File: config.mk
export PLATFORM = sky130hd
export DESIGN_NAME = serial_frame_deframer_with_id_filter
export DESIGN_NICKNAME = d
export VERILOG_FILES = /design/src/rtl/sfd_pkg.sv /design/src/rtl/sfd_front.sv /design/src/rtl/sfd_cmd_fifo.sv /design/src/rtl/sfd_back.sv /design/src/rtl/serial_frame_deframer_with_id_filter.sv
export SDC_FILE = /design/constraint.sdc
export NUM_CORES = 1
export LEC_CHECK = 0
export BUFFER_PORTS_ARGS = -buffer_cell sky130_fd_sc_hd__clkbuf_2
export CAP_MARGIN = 30
export CORE_UTILIZATION = 45
export DETAILED_ROUTE_END_ITERATION = 8
export PLACE_DENSITY = 0.68
export SLEW_MARGIN = 20
export SYNTH_ARGS = -nofsm -noshare
export SYNTH_HDL_FRONTEND = slang
export SYNTH_SLANG_ARGS = --single-unit
File: constraint.sdc
create_clock -name clk -period 5.05 [get_ports clk]
set_clock_uncertainty 0.2 [all_clocks]
set_input_delay 1.01 -clock clk [delete_from_list [all_inputs] [get_ports clk]]
set_output_delay 1.01 -clock clk [all_outputs]
set_load 0.1 [all_outputs]
File: src/rtl/sfd_pkg.sv
package sfd_pkg;

  // Depth of the command queue between the hunter and the result stage
  localparam int CmdDepth = 2;

  // Configuration register indexes
  localparam logic [2:0] REG_OWN_ID    = 3'd0;
  localparam logic [2:0] REG_SWARM     = 3'd1;
  localparam logic [2:0] REG_FORWARD   = 3'd2;
  localparam logic [2:0] REG_HEAD_ONE  = 3'd3;
  localparam logic [2:0] REG_HEAD_TWO  = 3'd4;
  localparam logic [2:0] REG_TAIL_ONE  = 3'd5;
  localparam logic [2:0] REG_TAIL_TWO  = 3'd6;

  // Command kinds
  localparam logic [1:0] KIND_ONE     = 2'd0;  // one content byte
  localparam logic [1:0] KIND_TWO     = 2'd1;  // held trailer byte, then content byte
  localparam logic [1:0] KIND_VERDICT = 2'd2;  // frame end

  // Verdict codes
  localparam logic [2:0] V_ACCEPTED  = 3'd0;
  localparam logic [2:0] V_OWN_ECHO  = 3'd1;
  localparam logic [2:0] V_BAD_SRC   = 3'd2;
  localparam logic [2:0] V_BAD_TGT   = 3'd3;
  localparam logic [2:0] V_UNKNOWN   = 3'd4;
  localparam logic [2:0] V_TOO_SHORT = 3'd5;

  localparam logic [7:0] ID_GROUND    = 8'd254;
  localparam logic [7:0] ID_BROADCAST = 8'd255;
  localparam logic [7:0] MSG_SPECIAL  = 8'd101;

  typedef struct packed {
    logic [7:0] own_node_id;
    logic [7:0] swarm_size;
    logic       forward_enable;
    logic [7:0] head_one;
    logic [7:0] head_two;
    logic [7:0] tail_one;
    logic [7:0] tail_two;
  } cfg_t;

  typedef struct packed {
    logic [1:0] kind;
    logic [7:0] byte_a;
    logic [7:0] byte_b;
    logic       hdr_a;
    logic       hdr_b;
    logic       too_short;
    logic [7:0] msg_id;
    logic [7:0] dest_id;
    logic [7:0] source_id;
  } cmd_t;

  typedef struct packed {
    logic       is_frame_end;
    logic [7:0] data_byte;
    logic       is_header_byte;
    logic [2:0] verdict;
    logic       deliver_local;
    logic       forward_frame;
    logic [7:0] frame_msg_id;
    logic [7:0] frame_target_id;
    logic [7:0] frame_source_id;
    logic       last_of_run;
  } res_t;

  function automatic logic id_legal(input logic [7:0] id, input logic [7:0] swarm);
    id_legal = (id == ID_GROUND) || (id == ID_BROADCAST) ||
               ((id != 8'd0) && (id <= swarm));
  endfunction

  function automatic logic msg_known(input logic [7:0] msg);
    msg_known = (msg == 8'd1) || (msg == 8'd2) || (msg == 8'd3) ||
                (msg == MSG_SPECIAL) || (msg == ID_BROADCAST);
  endfunction

endpackage

File: src/rtl/sfd_front.sv
module sfd_front (
  input  logic          clk,
  input  logic          rst,
  input  sfd_pkg::cfg_t cfg,
  input  logic          accept,
  input  logic [7:0]    rx_byte,
  output logic          cmd_push,
  output sfd_pkg::cmd_t cmd
);

  localparam logic [1:0] ST_IDLE     = 2'd0;
  localparam logic [1:0] ST_GOT_H1   = 2'd1;
  localparam logic [1:0] ST_IN_FRAME = 2'd2;
  localparam logic [1:0] ST_GOT_T1   = 2'd3;

  logic [1:0] hunt_state, hunt_state_next;
  logic [1:0] header_count, header_count_next;
  logic [7:0] msg_id, msg_id_next;
  logic [7:0] dest_id, dest_id_next;
  logic [7:0] source_id, source_id_next;

  logic       is_h1, is_h2, is_t1, is_t2;
  logic       hdr_a, hdr_b;
  logic [1:0] count_a;
  logic       cmd_valid;
  logic       wr_a, wr_b;
  logic [7:0] wr_a_byte;

  // Classify: first match wins
  assign is_h1 = (rx_byte == cfg.head_one);
  assign is_h2 = !is_h1 && (rx_byte == cfg.head_two);
  assign is_t1 = !is_h1 && !is_h2 && (rx_byte == cfg.tail_one);
  assign is_t2 = !is_h1 && !is_h2 && !is_t1 && (rx_byte == cfg.tail_two);

  assign hdr_a   = (header_count != 2'd3);
  assign count_a = hdr_a ? header_count + 2'd1 : header_count;
  assign hdr_b   = (count_a != 2'd3);

  always_comb begin
    hunt_state_next   = hunt_state;
    header_count_next = header_count;
    msg_id_next       = msg_id;
    dest_id_next      = dest_id;
    source_id_next    = source_id;
    cmd_valid         = 1'b0;
    wr_a              = 1'b0;
    wr_b              = 1'b0;
    wr_a_byte         = rx_byte;
    cmd               = '0;
    cmd.hdr_a         = hdr_a;
    cmd.hdr_b         = hdr_b;
    cmd.too_short     = (header_count != 2'd3);
    cmd.msg_id        = msg_id;
    cmd.dest_id       = dest_id;
    cmd.source_id     = source_id;
    cmd.byte_b        = rx_byte;
    unique case (hunt_state)
      ST_IDLE: begin
        if (is_h1) hunt_state_next = ST_GOT_H1;
      end
      ST_GOT_H1: begin
        if (is_h2) begin
          hunt_state_next   = ST_IN_FRAME;
          header_count_next = 2'd0;
          msg_id_next       = '0;
          dest_id_next      = '0;
          source_id_next    = '0;
        end else if (!is_h1) begin
          hunt_state_next = ST_IDLE;
        end
      end
      ST_IN_FRAME: begin
        if (is_t1) begin
          hunt_state_next = ST_GOT_T1;
        end else begin
          cmd_valid = 1'b1;
          cmd.kind  = sfd_pkg::KIND_ONE;
          wr_a      = 1'b1;
        end
      end
      default: begin
        cmd_valid = 1'b1;
        wr_a_byte = cfg.tail_one;
        if (is_t1) begin
          cmd.kind = sfd_pkg::KIND_ONE;
          wr_a     = 1'b1;
        end else if (is_t2) begin
          cmd.kind        = sfd_pkg::KIND_VERDICT;
          hunt_state_next = ST_IDLE;
        end else begin
          cmd.kind        = sfd_pkg::KIND_TWO;
          wr_a            = 1'b1;
          wr_b            = 1'b1;
          hunt_state_next = ST_IN_FRAME;
        end
      end
    endcase
    cmd.byte_a = wr_a_byte;

    // Latch the header ids as the first three content bytes go past
    if (wr_a && hdr_a) begin
      header_count_next = count_a;
      unique case (header_count)
        2'd0:    msg_id_next    = wr_a_byte;
        2'd1:    dest_id_next   = wr_a_byte;
        default: source_id_next = wr_a_byte;
      endcase
    end
    if (wr_b && hdr_b) begin
      header_count_next = count_a + 2'd1;
      unique case (count_a)
        2'd1:    dest_id_next   = rx_byte;
        2'd2:    source_id_next = rx_byte;
        default: msg_id_next    = rx_byte;
      endcase
    end
  end

  assign cmd_push = accept && cmd_valid;

  always_ff @(posedge clk) begin
    if (rst) begin
      hunt_state   <= ST_IDLE;
      header_count <= 2'd0;
      msg_id       <= '0;
      dest_id      <= '0;
      source_id    <= '0;
    end else if (accept) begin
      hunt_state   <= hunt_state_next;
      header_count <= header_count_next;
      msg_id       <= msg_id_next;
      dest_id      <= dest_id_next;
      source_id    <= source_id_next;
    end
  end

endmodule

File: src/rtl/sfd_cmd_fifo.sv
module sfd_cmd_fifo #(
  parameter int DEPTH = sfd_pkg::CmdDepth
) (
  input  logic          clk,
  input  logic          rst,
  input  logic          wr_en,
  input  sfd_pkg::cmd_t wr_data,
  output logic          full,
  input  logic          rd_en,
  output sfd_pkg::cmd_t rd_data,
  output logic          valid
);

  localparam int PW = (DEPTH > 1) ? $clog2(DEPTH) : 1;
  localparam int CW = $clog2(DEPTH + 1);

  sfd_pkg::cmd_t   slots [DEPTH];
  logic [PW-1:0]   wr_ptr, rd_ptr;
  logic [CW-1:0]   count;

  function automatic logic [PW-1:0] bump(input logic [PW-1:0] p);
    bump = (p == PW'(DEPTH - 1)) ? '0 : p + PW'(1);
  endfunction

  assign full    = (count == CW'(DEPTH));
  assign valid   = (count != '0);
  assign rd_data = slots[rd_ptr];

  always_ff @(posedge clk) begin
    if (wr_en) slots[wr_ptr] <= wr_data;
  end

  always_ff @(posedge clk) begin
    if (rst) begin
      wr_ptr <= '0;
      rd_ptr <= '0;
      count  <= '0;
    end else begin
      if (wr_en) wr_ptr <= bump(wr_ptr);
      if (rd_en) rd_ptr <= bump(rd_ptr);
      if (wr_en && !rd_en) count <= count + CW'(1);
      else if (!wr_en && rd_en) count <= count - CW'(1);
    end
  end

  a_no_overflow: assert property (@(posedge clk) disable iff (rst)
    wr_en |-> (!full || rd_en)) else $error("command written into full queue");
  a_no_underflow: assert property (@(posedge clk) disable iff (rst)
    rd_en |-> valid) else $error("command taken from empty queue");
  a_count_bound: assert property (@(posedge clk) disable iff (rst)
    count <= CW'(DEPTH)) else $error("command count beyond depth");

endmodule

File: src/rtl/sfd_back.sv
module sfd_back (
  input  logic          clk,
  input  logic          rst,
  input  sfd_pkg::cfg_t cfg,
  input  sfd_pkg::cmd_t head,
  input  logic          head_valid,
  output logic          head_pop,
  input  logic          pop,
  output logic          out_valid,
  output sfd_pkg::res_t res
);

  logic          second;
  logic          advance;
  logic          load;
  logic [2:0]    verdict;
  sfd_pkg::res_t item;

  assign advance  = !out_valid || pop;
  assign load     = advance && head_valid;
  assign head_pop = load && !((head.kind == sfd_pkg::KIND_TWO) && !second);

  always_comb begin
    priority if (head.too_short)                            verdict = sfd_pkg::V_TOO_SHORT;
    else if (head.source_id == cfg.own_node_id)             verdict = sfd_pkg::V_OWN_ECHO;
    else if (!sfd_pkg::id_legal(head.source_id, cfg.swarm_size))
                                                            verdict = sfd_pkg::V_BAD_SRC;
    else if (!sfd_pkg::id_legal(head.dest_id, cfg.swarm_size))
                                                            verdict = sfd_pkg::V_BAD_TGT;
    else if (!sfd_pkg::msg_known(head.msg_id))              verdict = sfd_pkg::V_UNKNOWN;
    else                                                    verdict = sfd_pkg::V_ACCEPTED;
  end

  always_comb begin
    item = '0;
    unique case (head.kind)
      sfd_pkg::KIND_VERDICT: begin
        item.is_frame_end    = 1'b1;
        item.verdict         = verdict;
        item.deliver_local   = (verdict == sfd_pkg::V_ACCEPTED) &&
                               (head.msg_id != 8'd0) && (head.msg_id <= 8'd3) &&
                               ((head.dest_id == cfg.own_node_id) ||
                                (head.dest_id == sfd_pkg::ID_BROADCAST));
        item.forward_frame   = (verdict == sfd_pkg::V_ACCEPTED) && cfg.forward_enable;
        item.frame_msg_id    = head.msg_id;
        item.frame_target_id = head.dest_id;
        item.frame_source_id = head.source_id;
        item.last_of_run     = 1'b1;
      end
      sfd_pkg::KIND_TWO: begin
        item.data_byte      = second ? head.byte_b : head.byte_a;
        item.is_header_byte = second ? head.hdr_b : head.hdr_a;
        item.last_of_run    = second;
      end
      default: begin
        item.data_byte      = head.byte_a;
        item.is_header_byte = head.hdr_a;
        item.last_of_run    = 1'b1;
      end
    endcase
  end

  always_ff @(posedge clk) begin
    if (load) res <= item;
  end

  always_ff @(posedge clk) begin
    if (rst) begin
      out_valid <= 1'b0;
      second    <= 1'b0;
    end else if (advance) begin
      out_valid <= head_valid;
      if (load) second <= !head_pop;
    end
  end

  a_second_on_pair: assert property (@(posedge clk) disable iff (rst)
    second |-> (head_valid && (head.kind == sfd_pkg::KIND_TWO)))
    else $error("second half pending without a paired command");
  a_pair_split: assert property (@(posedge clk) disable iff (rst)
    (load && (head.kind == sfd_pkg::KIND_TWO) && !second) |=> second)
    else $error("paired command not split into two transfers");

endmodule

File: src/rtl/serial_frame_deframer_with_id_filter.sv
// A taken byte's command is written into the command queue, then loads the result
//   register that drives the output ports once the result side can advance.
// Throughput: one byte per cycle while the command queue has room; results leave
//   at one per cycle while popped, one each for a held trailer and a content byte.
// Reset (rst, synchronous, active high): registers to defaults, hunter idle,
//   command queue and result register empty.
module serial_frame_deframer_with_id_filter #(
  parameter int CMD_DEPTH = sfd_pkg::CmdDepth
) (
  input  logic       clk,
  input  logic       rst,
  // byte input queue side
  input  logic       push,
  input  logic [7:0] rx_byte,
  output logic       full,
  // result queue side
  output logic       empty,
  input  logic       pop,
  output logic       is_frame_end,
  output logic [7:0] data_byte,
  output logic       is_header_byte,
  output logic [2:0] verdict,
  output logic       deliver_local,
  output logic       forward_frame,
  output logic [7:0] frame_msg_id,
  output logic [7:0] frame_target_id,
  output logic [7:0] frame_source_id,
  output logic       last_of_run,
  // configuration write port
  input  logic       cfg_write,
  input  logic [2:0] cfg_addr,
  input  logic [7:0] cfg_data
);

  sfd_pkg::cfg_t cfg;
  sfd_pkg::cmd_t cmd_in, cmd_head;
  sfd_pkg::res_t res;
  logic          accept;
  logic          cmd_push, cmd_pop, cmd_full, cmd_valid;
  logic          out_valid;

  // Configuration registers: hold their value until written. The user is to write
  // them only while no transfer is in flight; the block does not enforce it.
  always_ff @(posedge clk) begin
    if (rst) begin
      cfg.own_node_id    <= 8'd1;
      cfg.swarm_size     <= 8'd1;
      cfg.forward_enable <= 1'b0;
      cfg.head_one       <= 8'd170;
      cfg.head_two       <= 8'd85;
      cfg.tail_one       <= 8'd13;
      cfg.tail_two       <= 8'd10;
    end else if (cfg_write) begin
      unique case (cfg_addr)
        sfd_pkg::REG_OWN_ID:   cfg.own_node_id    <= cfg_data;
        sfd_pkg::REG_SWARM:    cfg.swarm_size     <= cfg_data;
        sfd_pkg::REG_FORWARD:  cfg.forward_enable <= cfg_data[0];
        sfd_pkg::REG_HEAD_ONE: cfg.head_one       <= cfg_data;
        sfd_pkg::REG_HEAD_TWO: cfg.head_two       <= cfg_data;
        sfd_pkg::REG_TAIL_ONE: cfg.tail_one       <= cfg_data;
        sfd_pkg::REG_TAIL_TWO: cfg.tail_two       <= cfg_data;
        default: ;  // unused index: drop the write
      endcase
    end
  end

  // Front: take a byte whenever the command queue has room, whatever the
  // result side is doing. Every byte taken advances the hunter.
  assign full   = cmd_full;
  assign accept = push && !cmd_full;

  sfd_front u_front (
    .clk      (clk),
    .rst      (rst),
    .cfg      (cfg),
    .accept   (accept),
    .rx_byte  (rx_byte),
    .cmd_push (cmd_push),
    .cmd      (cmd_in)
  );

  // Short queue between hunter and result stage, so each side stalls alone.
  sfd_cmd_fifo #(
    .DEPTH (CMD_DEPTH)
  ) u_cmd_fifo (
    .clk     (clk),
    .rst     (rst),
    .wr_en   (cmd_push),
    .wr_data (cmd_in),
    .full    (cmd_full),
    .rd_en   (cmd_pop),
    .rd_data (cmd_head),
    .valid   (cmd_valid)
  );

  // Back: expand each command into one or two result transfers, work out the
  // verdict at frame end, and hold the oldest result until it is popped.
  sfd_back u_back (
    .clk        (clk),
    .rst        (rst),
    .cfg        (cfg),
    .head       (cmd_head),
    .head_valid (cmd_valid),
    .head_pop   (cmd_pop),
    .pop        (pop),
    .out_valid  (out_valid),
    .res        (res)
  );

  assign empty           = !out_valid;
  assign is_frame_end    = res.is_frame_end;
  assign data_byte       = res.data_byte;
  assign is_header_byte  = res.is_header_byte;
  assign verdict         = res.verdict;
  assign deliver_local   = res.deliver_local;
  assign forward_frame   = res.forward_frame;
  assign frame_msg_id    = res.frame_msg_id;
  assign frame_target_id = res.frame_target_id;
  assign frame_source_id = res.frame_source_id;
  assign last_of_run     = res.last_of_run;

endmodule
After elaboration in Yosys (flattened, before gate mapping)

Memory sizes are Yosys's and may differ from the RTL's. A register that Yosys moved wholly into a read port is not among the register bits.
Cells that the tools add are included.
Widths: inputs -> output; s select.

Output and inout port bits: 42
Memory bits (writable): 90
Word-level logic and storage cells: 194
Input port bits: 24
Register bits after elaboration: 123
Memories kept: 1

Memories:

| memory           | words | width | rd ports | clocked after memory_dff | write ports | line               | RTL |
|---|---|---|---|---|---|---|---|
| u_cmd_fifo.slots | 2     | 45    | 1        | 1                        | 1           | sfd_cmd_fifo.sv:17 | `sfd_pkg::cmd_t slots [DEPTH];` |

Muxes and demuxes: 58
Add/subtract/negate cells: 6
Reductions and logical operators: 64
Magnitude comparators: 3
Eq/ne operators: 35

Operators with widths:

| cell                | number |
|---|---|
| $mux 8              | 20 |
| $eq 8x8->1          | 6 |
| $eq 8x8->1 const B  | 5 |
| $mux 2              | 16 |
| $reduce_bool 8->1   | 3 |
| $logic_and 1x1->1   | 20 |
| $pmux 9 s2          | 1 |
| $eq 8x2->1 const B  | 2 |
| $le 8x8->1          | 2 |
| $reduce_and 2->1    | 8 |
| $mux 3              | 5 |
| $mux 1              | 13 |
| $logic_or 1x1->1    | 10 |
| $eq 3x3->1 const B  | 3 |
| $logic_not 1->1     | 9 |
| $eq 2x1->1 const B  | 4 |
| $eq 2x2->1 const B  | 4 |
| $eq 8x1->1 const B  | 1 |
| $eq 8x7->1 const B  | 1 |
| $le 8x2->1 const B  | 1 |
| $add 2x1->2 const B | 3 |
| $eq 3x2->1 const B  | 2 |
| $logic_not 3->1     | 2 |
| $pmux 2 s3          | 1 |
| other kinds (15)    | 24 |

Logic depth before layout (Yosys ltp)

Depth after elaboration: 16
Mapped depth: 15
Depth with buffers taken out: 10

By module

From an unflattened synthesis, not the netlist that was laid out.

Cell total of the unflattened synthesis: 851
Area, all modules: 10324.9 µm²

Modules (own cells, without submodules):

| module                               | area each (µm²) | cells an instance | times used | sequential area each (µm²) |
|---|---|---|---|---|
| sfd_cmd_fifo                         | 3469.6          | 162               | 1          | 2802.7 |
| sfd_back                             | 2479.9          | 227               | 1          | 1241.2 |
| sfd_front                            | 2394.8          | 275               | 1          | 560.5 |
| serial_frame_deframer_with_id_filter | 1980.6          | 187               | 1          | 980.9 |

Least setup slack after synthesis

No wires, ideal clock.

Kind: input to register
Start: in rx_byte[6]
End: mem u_cmd_fifo.slots[0][0] (netlist name) (enable)
Setup time: 0.451 ns
Stages on the path: 8
Path buffers: 2
Required time: 4.399 ns
Arrival: 4.207 ns
Setup slack: 0.193 ns
Cell sequence: buf_2 > xnor2_1 > nand4_1 > or2_1 > buf_4 > a41oi_4 > and2_2 > nor2b_1

Word-level cells in the longest chain between the ends: 11
Elaborated cells between the ends (all ways): 13
Those cells by class: eq/ne: 3; mux: 4; reduce/logical: 6

Ends and longest elaborated chain:

| what                             | line                                       | RTL |
|---|---|---|
| from (decl)                      | serial_frame_deframer_with_id_filter.sv:14 | `input logic [7:0] rx_byte,` |
| $eq 8x8->1                       | sfd_front.sv:30                            | `assign is_h1 = (rx_byte == cfg.head_one);` |
| $logic_not 1->1                  | sfd_front.sv:31, sfd_front.sv:32           |  |
| $logic_and 1x1->1                | sfd_front.sv:31                            | `assign is_h2 = !is_h1 && (rx_byte == cfg.head_two);` |
| $logic_not 1->1                  | sfd_front.sv:32                            | `assign is_t1 = !is_h1 && !is_h2 && (rx_byte == cfg.tail_one);` |
| $logic_and 1x1->1                | sfd_front.sv:32                            |  |
| $logic_and 1x1->1 (*)            | sfd_front.sv:32                            |  |
| $mux 1 (*)                       | sfd_front.sv:73                            | `if (is_t1) begin` |
| $pmux 1 s2 (*)                   | sfd_front.sv:57                            | `unique case (hunt_state)` |
| $logic_and 1x1->1 (*)            | sfd_front.sv:119                           | `assign cmd_push = accept && cmd_valid;` |
| named net cmd_push               | serial_frame_deframer_with_id_filter.sv:39 | `logic cmd_push, cmd_pop, cmd_full, cmd_valid;` |
| $mux 1 (*)                       | sfd_cmd_fifo.sv:30                         | `if (wr_en) slots[wr_ptr] <= wr_data;` |
| $mux 1 (implied by the code) (*) | sfd_cmd_fifo.sv:30                         |  |
| to (decl)                        | sfd_cmd_fifo.sv:17                         |  |

Mark *: on every way through the listed nets, which the timed path passes. The rest lies on a longest branch.

==> metrics.yaml <==
setup_path:
  critical_path.max_stage_delay_ps: 710
  regToRegSetupSlack_ps: 1470
  arrival_ps: 3680
  cp.depth: 10
  critPathSlowestCell: "dfxtp_2"
  reg2reg_depth: 10
  cp.required_ps: 5160
  cp_num_buf_inv: 1
  cp_max_fo: 23
  end_kind: "register"
  cp_cell_sequence: "mux2i_1 > inv_1 > ha_1 > nor2b_1 > o21a_1 > o21ai_0 > nand2b_1 > a311o_1 > a2bb2o_1 > nor4b_1"
  critical_path_class: "register to register"
  reg2reg_to: "u_back.res[25]"
  cp-start-kind: "register"
  cp_top_family: "compound AO/OA/AOI/OAI gates"
synth:
  yosysUniqueCellTypes: 67
  yosys.area.top_type_share: 0.4069
  synth-compound-area-share: 0.08159
  syn_area_um2: 9447
  synth_common_cells: "edfxtp_1 (128), nand2_1 (102), dfxtp_1 (84), mux2i_1 (70), inv_1 (67)"
  yosysTopAreaCell: "edfxtp_1"
  synth.most_common_cell: "edfxtp_1"
  synth_top_family_by_area: "simple AND/OR/NAND/NOR gates"
  synth_seq_area_share: 0.5849
  yosysWarnings: 0
  synthSimpleGateAreaFrac: 0.1321
  synth.top_cells.by_area: "edfxtp_1 (41%), dfxtp_1 (18%), mux2i_1 (7.4%)"
  synthXorXnorAreaFrac: 0.05046
  syn_inst: 826
  synth_mux_area_frac: 0.07417
  syn_nets: 873
  synth_edf_count: 128
  ys.flop_type: "edfxtp_1"
  async_flop_share: 0
  postSynthAreaPerCell_um2: 11.44
  yosys.area_share.adder: 0.03046
  synth_seq_cells: 212
clock_network:
  cts_resized: 0
  clock_latency_ps: 500
  cts_made_buffers: 22
  cts_max_level: 1
  cts_hold_buf: 0
  clkSlewWorstSetupHoldPaths_ps: 60
  post_cts_buffers: 0
  cts_root_buffer: "clkbuf_16"
  cts_buffer_depth: 3
  cts_tree: "done"
  clock-sinks: 212
detailed_routing:
  drt_iter0_markers: 485
  num_vias: 6323
  dr.pass1.iters: 5
  wirelength_um: 20340
  ant_nets: 0
  vias_per_cell: 5.377
  wire_per_inst_um: 17.30
  drc: 0
global_routing:
  overflow: 0
  grt_max_degree: 55
  grt_use_met1: 0.2657
  grtUsageMet2: 0.3088
  grtUsageMet3: 0.03230
  antenna_found_initial: 0
  grt_pass1_wl_um: 32690
  track_usage: 0.1927
  grt_busiest_layer: "met2"
  grt_pass1_vias: 6021
cells_and_area:
  drive_gt1_frac: 0.1446
  final_core_util: 0.5301
  stdcell_count: 1176
  syn_to_final_growth_pct: 14.65
  antenna-diode-count: 0
  nNetsFinal: 937
worst_hold_path:
  worstHoldEndpoint: "cfg[36]"
  hp-start: "cfg[36]"
  min_path_type: "register to register"
  hold_depth: 2
place:
  gp_congestion: 0.8979
  io_buffers: 65
  dp_hpwl_um: 14300
  numPlacedInstances: 1136
timing:
  setup_viol: 0
  max_freq_mhz: 279.5
  slew_headroom: 0.3539
  setup_tns_ps: 0
  min_period_ps: 3578
  worst_pin_slew_ps: 965.5
  hold_viol_final: 0
  fin_crit_sh: 0.7084
  grt_setup_unrepaired: "false"
  slew_viol_final: 0
floorplan:
  num_rows: 52
  initial_core_util: 0.4624
  fp.dieH_um: 146.9
  ios: 66
  die_w_um: 146.9
  placeableCoreArea_um2: 20430
  dieArea_um2: 21580
pwr:
  p_per_area_nw_per_um2: 347.2
  p_leak_nw: 3.831
  vdd_drop_max_v: 0.0001915
  power.total_mw: 3.761
run_status:
  status: "finished, final reports clean"
job:
  maxCapViolations: 0
==> tightest hold or removal path, cell delays in order, from the launching register on <==
cell     delay [ps]
dfxtp_1         310
nand2_1          50
a21oi_1          50
==> power by group <==
group          internal [mW]  switching, mW
logic                 0.0378         0.0753
clock network           1.14          0.667
registers               1.83         0.0101
==> worst max-delay path by stage <==
stage / start / to
after detailed placement: rx_byte[0] / u_cmd_fifo.slots[0][2]
after global routing: register / u_back.res[25]
final: register / u_back.res[25]
after floorplan: rx_byte[6] / u_cmd_fifo.slots[0][0]
after CTS: register / u_back.res[25]
after global placement: rx_byte[1] / u_cmd_fifo.slots[0][1]
==> logic make-up (layout without fill, tap and decap cells) <==
family / after synthesis / in the layout
buf+inv: 101 / 181
mux: 70 / 70
xor+xnor: 51 / 51
fa+ha+maj: 23 / 23
compound gates: 108 / 108
simple gates: 261 / 261
flops: 212 / 212
==> per-layer routing <==
metal / up-vias / routed length (µm) / share of wire
li1: 3064 / - / -
met1: 3034 / 9292 / 0.46
met2: 178 / 9355 / 0.46
met3: 47 / 1136 / 0.056
met4: 0 / 559 / 0.027
met5: - / 0 / 0
==> registers in the layout, indices dropped and copies added (netlist names), named ones only <==
name and count:
u_front.dest_id 8, u_front.msg_id 8, u_back.out_valid 1, cfg 49, u_front.header_count 2, u_front.hunt_state 2, u_front.source_id 8, u_cmd_fifo.count 2
u_back.res 40, u_back.second 1, u_cmd_fifo.slots 88, u_cmd_fifo.wr_ptr 1, u_cmd_fifo.rd_ptr 1
==> stage by stage <==
| step | hold slack (ps) | setup slack (ps) | area (µm²) |
|---|---|---|---|
| floorplan | 225.6 | 192.7 | 9447 |
| global placement | 240.1 | 1379 | 9993 |
| detailed placement | 247.6 | 1345 | 9993 |
| CTS | 258.5 | 1495 | 10830 |
| global route | 275.9 | 1222 | 10830 |
| finish | 255.9 | 1472 | 10830 |
==> cell usage in the layout (no fill, tap or decap), types with 10 or more instances in the layout <==
master / count
edfxtp_1: 128
nand2_1: 102
dfxtp_1: 83
mux2i_1: 70
inv_1: 67
clkbuf_2: 65
nor2_1: 61
a21oi_1: 35
xnor2_1: 32
clkbuf_16: 26
ha_1: 23
nand3_1: 22
o221ai_1: 16
xor2_1: 15
o22ai_1: 12
nand4_1: 11
nor4_1: 11
nor3_1: 10
==> cell type report <==
type	count	area, µm²
Fill cell	1784	9599
Sequential cell	212	5527
Multi-Input combinational cell	513	3492
Clock buffer	28	668.1
Timing Repair Buffer	72	377.9
Tap cell	270	337.8
Inverter	69	259.0
Clock inverter	12	168.9
(Power assumes the default switching activity.)
